==> config.mk <==
export PLATFORM = sky130hd
export DESIGN_NAME = tcw_ctrl
export DESIGN_NICKNAME = d
export VERILOG_FILES = /design/src/design/tcw_pkg.sv /design/src/design/tcw_ctrl.sv
export SDC_FILE = /design/constraint.sdc
export NUM_CORES = 1
export LEC_CHECK = 0
export BUFFER_PORTS_ARGS = -buffer_cell sky130_fd_sc_hd__buf_4
export CORE_MARGIN = 5
export CORE_UTILIZATION = 50
export DETAILED_ROUTE_END_ITERATION = 8
export PLACE_DENSITY_LB_ADDON = 0.12
export SLEW_MARGIN = 25
export SYNTH_ARGS = -nofsm -noshare
export SYNTH_HDL_FRONTEND = slang
export SYNTH_SLANG_ARGS = --single-unit
==> constraint.sdc <==
create_clock -name clk_i -period 4.9 [get_ports clk_i]
set_input_delay 0.98 -clock clk_i [delete_from_list [all_inputs] [get_ports clk_i]]
set_output_delay 0.98 -clock clk_i [all_outputs]
set_load 0.03 [all_outputs]
==> src/design/tcw_pkg.sv <==
// ----------------------------------------------------------------------------
// Text console writer package
// Field widths, character codes, command codes and controller interface types.
// ----------------------------------------------------------------------------
package tcw_pkg;

  localparam int DEF_COLUMNS = 80;
  localparam int DEF_ROWS    = 25;

  localparam int CMD_W     = 2;
  localparam int CHAR_W    = 8;
  localparam int ATTR_W    = 8;
  localparam int IDX_W     = 11;
  localparam int OUT_ROW_W = 5;
  localparam int OUT_COL_W = 7;
  localparam int POS_W     = 11;
  localparam int CELL_W    = 16;

  localparam logic [CHAR_W-1:0] CH_NEWLINE   = 8'd10;
  localparam logic [CHAR_W-1:0] CH_RETURN    = 8'd13;
  localparam logic [CHAR_W-1:0] CH_BACKSPACE = 8'd8;
  localparam logic [CHAR_W-1:0] CH_BLANK     = 8'd32;
  localparam logic [ATTR_W-1:0] RESET_ATTR   = 8'h0F;

  typedef enum logic [CMD_W-1:0] {
    CMD_PUT   = 2'd0,
    CMD_CLEAR = 2'd1,
    CMD_READ  = 2'd2
  } command_e;

  // Commands from the controller to the datapath.
  typedef struct packed {
    logic accept;     // latch the incoming item
    logic ptr_clr;    // restart the sweep pointer
    logic put;        // perform a put-character step
    logic copy;       // scroll copy: read one row below, advance
    logic fill;       // write a blank at the sweep pointer, advance
    logic fill_init;  // blank with the reset attribute
    logic home;       // cursor to row 0, column 0
    logic load_out;   // move the result into the output register
  } ctrl_cmd_t;

  // Status from the datapath to the controller.
  typedef struct packed {
    logic need_scroll;
    logic copy_end;
    logic fill_end;
    logic out_free;
  } dp_sts_t;

endpackage

==> src/design/tcw_ctrl.sv <==
// ----------------------------------------------------------------------------
// Text console writer controller
// Sequences put, clear, read, scroll and the post-reset screen clearing pass.
// ----------------------------------------------------------------------------
module tcw_ctrl import tcw_pkg::*; (
  input  logic             clk_i,
  input  logic             rst_ni,
  input  logic             in_valid_i,
  input  logic [CMD_W-1:0] command_i,
  output logic             in_stall_o,
  input  dp_sts_t          sts_i,
  output ctrl_cmd_t        cmd_o
);

  typedef enum logic [8:0] {
    S_INIT  = 9'b000000001,
    S_IDLE  = 9'b000000010,
    S_PUT   = 9'b000000100,
    S_READ  = 9'b000001000,
    S_CLEAR = 9'b000010000,
    S_COPY  = 9'b000100000,
    S_DRAIN = 9'b001000000,
    S_SFILL = 9'b010000000,
    S_DONE  = 9'b100000000
  } state_e;

  state_e state_q, state_d;

  always_comb begin
    state_d = state_q;
    cmd_o   = '0;
    unique case (state_q)
      S_INIT: begin
        cmd_o.fill      = 1'b1;
        cmd_o.fill_init = 1'b1;
        if (sts_i.fill_end) begin
          state_d = S_IDLE;
        end
      end
      S_IDLE: begin
        if (in_valid_i) begin
          cmd_o.accept  = 1'b1;
          cmd_o.ptr_clr = 1'b1;
          case (command_i)
            CMD_PUT:   state_d = S_PUT;
            CMD_CLEAR: state_d = S_CLEAR;
            CMD_READ:  state_d = S_READ;
            default:   state_d = S_DONE;
          endcase
        end
      end
      S_PUT: begin
        cmd_o.put     = 1'b1;
        cmd_o.ptr_clr = 1'b1;
        state_d = sts_i.need_scroll ? S_COPY : S_DONE;
      end
      S_READ: begin
        state_d = S_DONE;
      end
      S_CLEAR: begin
        cmd_o.fill = 1'b1;
        if (sts_i.fill_end) begin
          cmd_o.home = 1'b1;
          state_d    = S_DONE;
        end
      end
      S_COPY: begin
        cmd_o.copy = 1'b1;
        if (sts_i.copy_end) begin
          state_d = S_DRAIN;
        end
      end
      // The last copied cell is written here, before the bottom row is blanked.
      S_DRAIN: begin
        state_d = S_SFILL;
      end
      S_SFILL: begin
        cmd_o.fill = 1'b1;
        if (sts_i.fill_end) begin
          state_d = S_DONE;
        end
      end
      S_DONE: begin
        if (sts_i.out_free) begin
          cmd_o.load_out = 1'b1;
          state_d        = S_IDLE;
        end
      end
      default: begin
        state_d = S_IDLE;
      end
    endcase
  end

  assign in_stall_o = (state_q != S_IDLE);

  always_ff @(posedge clk_i or negedge rst_ni) begin
    if (!rst_ni) begin
      state_q <= S_INIT;
    end else begin
      state_q <= state_d;
    end
  end

endmodule

==> results of run 1 <==
==> through the flow <==
step	setup WS [ns]	total power, mW	instance area (um2)	cells
after global routing	1.73	0.439	831	112
after CTS	1.92	0.408	831	112
after global placement	2.23	0.346	805	108
after floorplan	1.72	0.284	694	79
final	1.93	0.405	831	112
after detailed placement	2.21	0.348	805	108
==> kinds of logic (layout without fill, tap and decap cells) <==
| group | after synthesis | after routing | synth area share |
|---|---|---|---|
| multiplexers | 1 | 1 | 0.0216 |
| flip-flops | 9 | 9 | 0.326 |
| AND/OR/NAND/NOR | 42 | 42 | 0.364 |
| XOR/XNOR | 4 | 4 | 0.0505 |
| buffers and inverters | 7 | 25 | 0.0739 |
| AO/OA/AOI/OAI | 16 | 16 | 0.164 |
==> critical path, delay by kind of cell (launching register included) <==
kind / cells / cell delay (ns)
buf+inv: 1 / 0.16
flops: 1 / 0.50
simple gates: 4 / 1.06
==> area by class of cell <==
cell class / count / area [um2]
flip-flops and latches: 9 / 226
inverters: 4 / 15.0
fillers: 129 / 470
clock buffers: 4 / 26.3
repair buffers: 17 / 128
well taps: 15 / 18.8
multi-input cells: 63 / 417
==> cell usage in the layout (no fill, tap or decap), types with 3 or more instances in the layout <==
cell type / n
buf_4: 17
nor2_1: 10
dfrtp_1: 8
nand2_1: 7
o21ai_0: 6
inv_1: 4
nor3b_1: 4
nor4_1: 3
nor3_1: 3
xor2_1: 3
clkbuf_4: 3
==> metal layers <==
layer / vias to the layer above / wire length [um] / GRT usage
li1: 323 / - / -
met5: - / 0 / 0
met1: 302 / 707 / 0.237
met4: 0 / 40 / 0.0994
met3: 5 / 133 / 0.0421
met2: 36 / 672 / 0.243
==> path summary, 6_finish.rpt <==
check,startpoint,to,slack [ns],depth (start not counted)
max in group asynchronous,rst_ni,state_q[0],4.15,1
min in group clk_i,state_q[0],state_q[0],0.56,1
hold reg to reg,state_q[0],state_q[0],0.56,1
hold / removal,rst_ni,state_q[6],0.53,1
setup reg to reg,state_q[4],state_q[4],2.89,4
setup / recovery,state_q[4],cmd_o[3],1.93,5
==> power by group <==
part	leakage (nW)	internal [mW]	switching (mW)
Sequential	0.118	0.0878	0.0265
Combinational	0.281	0.0988	0.135
Clock	0.0150	0.0314	0.0261
==> metrics.txt, run 1 <==
P per Cell Area=488 mW/mm2; antenna cells=0; WS Path Type=flop to output port; most flop-heavy register=state_q; final WL=1550 um; CTS tree=done; pin count of the biggest net entering global routing=12; Initial Utilization=0.534; first-pass GRT wire length=2620 um; Synth async-reset ratio=1.00; Hold-fix buffers, CTS=0; synthesized area=694 um2; worst rel slew slack=0.673; syn_area_per_cell=8.79 um2; I/O Pins=18; total global routing overflow=0; H-tree levels=1; Core Region=0.00130 mm2; RD Place Congestion=0.789; max FFs per register=9; Post-CTS Setup Inserts=0; clock-pin transition on the worst setup and hold timing paths=0.06 ns; Cells after Synth=79; Synth top cells by count=10 x nor2_1, 8 x dfrtp_1, 7 x nand2_1; GRT Overall Usage=0.172; Worst Hold Class=primary input to async pin; top-count cell post-synth=nor2_1; drt first-iter violations=21; Tcrit/Tclk final=0.606; slowest CP cell=nor4_1; status=complete, no violations; Layout Utilization=0.638; Std-Cell Rows=13; Die Width=47.3 um; Max Freq=about 340 MHz; DRT Pass-1 Iters=4; Min Clock Period, post-route=2.97 ns; setup TNS=0 ns; Detail Route Antenna Nets=0; initial antenna violation count=0; # resized after CTS=0; Post-synth top flop=dfrtp_1; EDFF count, synth=0; delay of the slowest critical-path stage=0.52 ns; WP data required=3.92 ns; Max clock buf depth=2; CP max FO=11; leakage=0.413 nW; CTS Buf Count=3; Final setup viols=0; Clock Skew=between 0.005 and 0.006 ns; vias after detailed routing=666; worst-path cell chain=nor4_1, nand2_1, nor3b_1, nand2b_1, buf_4; Final Max Slew Viols=0; CP Capture Type=output port; synth unique cells=36; I/O Buffers=17; Area contributors post-synth=dfrtp_1 29%, nor2_1 5.4%, o21ai_0 4.3%, nor3b_1 4.3%, dfstp_2 3.8%; root buffer cell=clkbuf_4; sequential fraction of the synthesis area=0.326; drc violations=0; top cell type's share of synthesized area=0.288; hold_ws=between 0.5 and 0.6 ns; synth warn=0; startpoint types=flop; Vias/cell=5.95; Net Count, Synth=88; HPWL after detailed placement=1220 um; Die ar.=0.00223 mm2; VDD IR max=between 300 and 400 uV; Fin. Hold Viols=0; Regs by FF count=state_q x9; Routed wire per std cell=approximately 14 um; Skew-Pair Late Insertion Delay=0.26 ns; area leader, netlist=dfrtp_1; max_cap viols=0; WP data arrival=1.99 ns; Yosys reg bits=9; RSZ-0062 raised after global routing=no; vias in the first global route=roughly 600; Slew @ Worst Pin=slightly below 0.5 ns; Die Span Y=47.3 um; Layout area overhead=19.6%; ratio of cells with drive above 1 in the final layout=0.309; Final nets=107; TritonCTS Sinks=9
Note: power is estimated with default switching activity, not from simulation.
==> run 2: changes to the inputs <==
==> constraint.sdc (replaced) <==
create_clock -name clk_i -period 2.9 [get_ports clk_i]
set_input_delay 0.58 -clock clk_i [delete_from_list [all_inputs] [get_ports clk_i]]
set_output_delay 0.58 -clock clk_i [all_outputs]
set_load 0.03 [all_outputs]
==> metrics.txt, run 2 (same netlist as run 1, synthesis figures left out) <==
most flop-heavy register=state_q; start point of the critical path=state_q[3]; setup TNS=0 ns; Die Span Y=47.3 um; H-tree levels=1; VDD IR max=680 uV; Fin. Hold Viols=0; Post-DP Area=805 um2; # resized after CTS=0; WP data arrival=around 1.9 ns; Final Max Slew Viols=0; vias after detailed routing=634; worst-path cell chain=or2_1, or4_4, nor2_1, and4_1, buf_4; status=complete, no violations; Die ar.=approximately 0.0022 mm2; Final nets=~110; ratio of cells with drive above 1 in the final layout=0.309; WS Path Type=flop to output port; Die Width=between 40 and 50 um; power share of the clock group=0.143; HPWL after detailed placement=roughly 1100 um; Hold-fix buffers, CTS=0; final WL=between 1000 and 1500 um; slowest CP cell=or4_4; family with the most delay on the worst path=simple AND/OR/NAND/NOR gates; Final setup viols=0; Worst Hold Class=primary input to async pin; clock-pin transition on the worst setup and hold timing paths=about 0.06 ns; Max Freq=401 MHz; delay of the slowest critical-path stage=about 0.46 ns; root buffer cell=clkbuf_4; RD Place Congestion=0.827; CTS Buf Count=3; Post-CTS Setup Inserts=0; Levels on crit path=5; CP Capture Type=output port; Bufs and invs on worst path=1; CP max FO=7; Slew @ Worst Pin=0.433 ns; I/O Buffers=17; TritonCTS Sinks=9; RSZ-0062 raised after global routing=no; Fillers=between 100 and 150; antenna cells=0; Min Clock Period, post-route=2.49 ns; most common cell after layout, fill and taps aside=buf_4; max_cap viols=0; Detail Route Antenna Nets=0; P per Cell Area=~830 mW/mm2; GRT Overall Usage=0.160; Sequential Power Share=0.281; Vias/cell=5.66; WP data required=about 2.3 ns; initial antenna violation count=0; Tcrit/Tclk final=0.859; Core Region=approximately 0.0013 mm2; Internal Power=between 0.3 and 0.4 mW; Std-Cell Rows=13; max FFs per register=9; RR Startpoint=state_q[4]; drc violations=0; Sw Share=0.464; DRT Pass-1 Iters=4; total global routing overflow=0; Layout area overhead=19.6%; vias in the first global route=577; Skew-Pair Late Insertion Delay=0.26 ns; CTS tree=done; most frequent cells in the layout=17 x buf_4, 10 x nor2_1, 8 x dfrtp_1; Routed wire per std cell=roughly 13 um; Regs by FF count=state_q x9; Design Area, Final=831 um2; leakage=0.413 nW; Max clock buf depth=2; pin count of the biggest net entering global routing=12; startpoint types=flop; R2R depth=4; worst rel slew slack=0.708; Logic pwr share=0.576; Clock Skew=0.00356 ns; first-pass GRT wire length=around 2500 um; I/O Pins=18; drt first-iter violations=35; Net Sw Power=0.319 mW; Initial Utilization=0.534
run 2: cell counts in the layout (fill, tap and decap cells not counted):
No cell type changed its count.
run 2: area by class of cell:
class / count / area, um2 / share of cell area
clock buffers: 4 / 26.3 / 0.0316
repair buffers: 17 / 128 / 0.154
well taps: 15 / 18.8 / 0.0226
multi-input cells: 63 / 417 / 0.502
flip-flops and latches: 9 / 226 / 0.273
inverters: 4 / 15.0 / 0.0181
run 2: worst paths after layout:
path,slack (ns),to
max,0.41,cmd_o[1]
min,0.13,state_q[6]
max reg2reg,0.89,state_q[4]
min reg2reg,0.56,state_q[0]
max in group asynchronous,2.55,state_q[0]
min in group clk_i,0.49,state_q[2]
run 2: per-stage QoR:
step                 util  std cells  hold WS (ns)  setup slack (ns)  power, mW
floorplan               -         79         0.284             0.117      0.481
global placement    0.618        108         0.409             0.658      0.587
detailed placement  0.618        108         0.412             0.674      0.586
CTS                 0.638        112         0.134             0.398      0.685
global route        0.638        112         0.135             0.212      0.738
finish              0.638        112         0.130             0.408      0.687
run 2: routing by layer:
layer	global-route usage	up-vias	share of wire
li1	-	323	-
met1	0.231	284	0.50
met2	0.227	22	0.40
met3	0.0268	5	0.076
met4	0.0829	0	0.022
met5	0	-	0
run 2: power groups by stage:
stage                     clock network [mW]  logic (mW)  registers, mW
after floorplan                            0       0.306          0.174
after global placement                     0       0.394          0.193
after detailed placement                   0       0.392          0.194
after CTS                             0.0983       0.395          0.192
after global routing                   0.105       0.434          0.199
final                                 0.0984       0.396          0.193
run 2: worst reg2reg max path, delay by kind of cell (launching register included):
kind             cells  cell delay (ns)
multiplexers         1             0.29
AND/OR/NAND/NOR      3             1.12
flip-flops           1             0.49
==> run 3: changes to the inputs <==
--- a/config.mk
+++ b/config.mk
@@ -7,7 +7,7 @@
 export LEC_CHECK = 0
 export BUFFER_PORTS_ARGS = -buffer_cell sky130_fd_sc_hd__buf_4
 export CORE_MARGIN = 5
-export CORE_UTILIZATION = 50
+export CORE_UTILIZATION = 45
 export DETAILED_ROUTE_END_ITERATION = 8
 export PLACE_DENSITY_LB_ADDON = 0.12
 export SLEW_MARGIN = 25
==> metrics.txt, run 3 (same netlist as run 1, synthesis figures left out) <==
status=complete, no violations; GRT Overall Usage=0.141; vias after detailed routing=638; Hold-fix buffers, CTS=0; CTS Buf Count=3; Layout area overhead=19.8%; max_cap viols=0; worst rel slew slack=0.703; RD Place Congestion=0.815; Max clock buf depth=2; antenna cells=0; Final Max Slew Viols=0; WS Path Type=flop to output port; leakage=0.413 nW; I/O Pins=18; initial antenna violation count=0; Die Span Y=49.3 um; # resized after CTS=0; Die Width=49.3 um; Slew @ Worst Pin=0.442 ns; Fin. Hold Viols=0; most common cell after layout, fill and taps aside=buf_4; Tcrit/Tclk final=0.869; VDD IR max=728 uV; Initial Utilization=0.466; Final nets=107; vias in the first global route=about 610; RSZ-0062 raised after global routing=no; Regs by FF count=state_q x9; Bufs and invs on worst path=1; Routed wire per std cell=13.8 um; root buffer cell=clkbuf_4; TritonCTS Sinks=9; P per Cell Area=827 mW/mm2; Max Freq=397 MHz; worst-path cell chain=or2_1, or4_4, nor2_1, and4_1, buf_4; I/O Buffers=17; slowest CP cell=or4_4; Post-CTS Setup Inserts=0; Power Total=0.688 mW; delay of the slowest critical-path stage=0.46 ns; setup TNS=0 ns; Worst Hold Class=primary input to async pin; hold_ws=about 0.12 ns; Detail Route Antenna Nets=0; Skew-Pair Late Insertion Delay=0.27 ns; non-filler cells, final=113; clock-pin transition on the worst setup and hold timing paths=roughly 0.060 ns; final WL=1560 um; CTS tree=done; Std-Cell Rows=14; pin count of the biggest net entering global routing=12; family with the most delay on the worst path=simple AND/OR/NAND/NOR gates; max FFs per register=9; H-tree levels=1; Post-Place Cells=~110; Vias/cell=5.65; Final setup viols=0; DRT Pass-1 Iters=4; Layout Utilization=0.559; Clock Skew=0.00485 ns; CP max FO=7; first-pass GRT wire length=2700 um; CP Capture Type=output port; drt first-iter violations=12; WP data required=2.32 ns; drc violations=0; ratio of cells with drive above 1 in the final layout=0.309; most frequent cells in the layout=17 x buf_4, 10 x nor2_1, 8 x dfrtp_1; most flop-heavy register=state_q; Core Region=about 0.0015 mm2; WP data arrival=1.94 ns; total global routing overflow=0; HPWL after detailed placement=about 1200 um; Die ar.=0.00243 mm2; startpoint types=flop; Min Clock Period, post-route=around 2.5 ns
## run 3: stage by stage
step	setup WS [ns]	area (um2)
final	0.379	832
after global routing	0.160	832
after CTS	0.375	832
after detailed placement	0.667	806
after global placement	0.670	806
after floorplan	0.117	694
## run 3: per-layer routing
metal,share of wire,routed length (um),up-vias,global-route usage
met5,0,0,-,0
met4,0.030,46,0,0.0942
met3,0.085,132,5,0.0336
met2,0.45,699,24,0.215
met1,0.44,678,284,0.174
li1,-,-,325,-
## run 3: area by class of cell
cell class,instances,area (um2)
inverters,4,15.0
well taps,16,20.0
fillers,137,657
clock buffers,4,26.3
repair buffers,17,128
flip-flops and latches,9,226
multi-input cells,63,417
## run 3: path summary, 6_finish.rpt
path                            cells after the start    endpoint  slack [ns]    startpoint
worst min-delay path                                1  state_q[8]        0.12        rst_ni
min in group clk_i                                  2  state_q[2]        0.48  command_i[0]
worst min register to register                      1  state_q[0]        0.56    state_q[0]
worst max-delay path                                5    cmd_o[1]        0.38    state_q[3]
worst max register to register                      4  state_q[4]        0.93    state_q[4]
max in group asynchronous                           1  state_q[0]        2.56        rst_ni
## run 3: worst register-to-register path: stages (launching register included)
cell,delay (ns)
dfrtp_1,0.48
or4b_2,0.76
nor3_4,0.17
or3_4,0.16
mux2_4,0.28
## run 3: power breakdown
part           switching, mW  internal [mW]
Sequential            0.0443          0.148
Combinational          0.228          0.167
Clock                 0.0473         0.0533
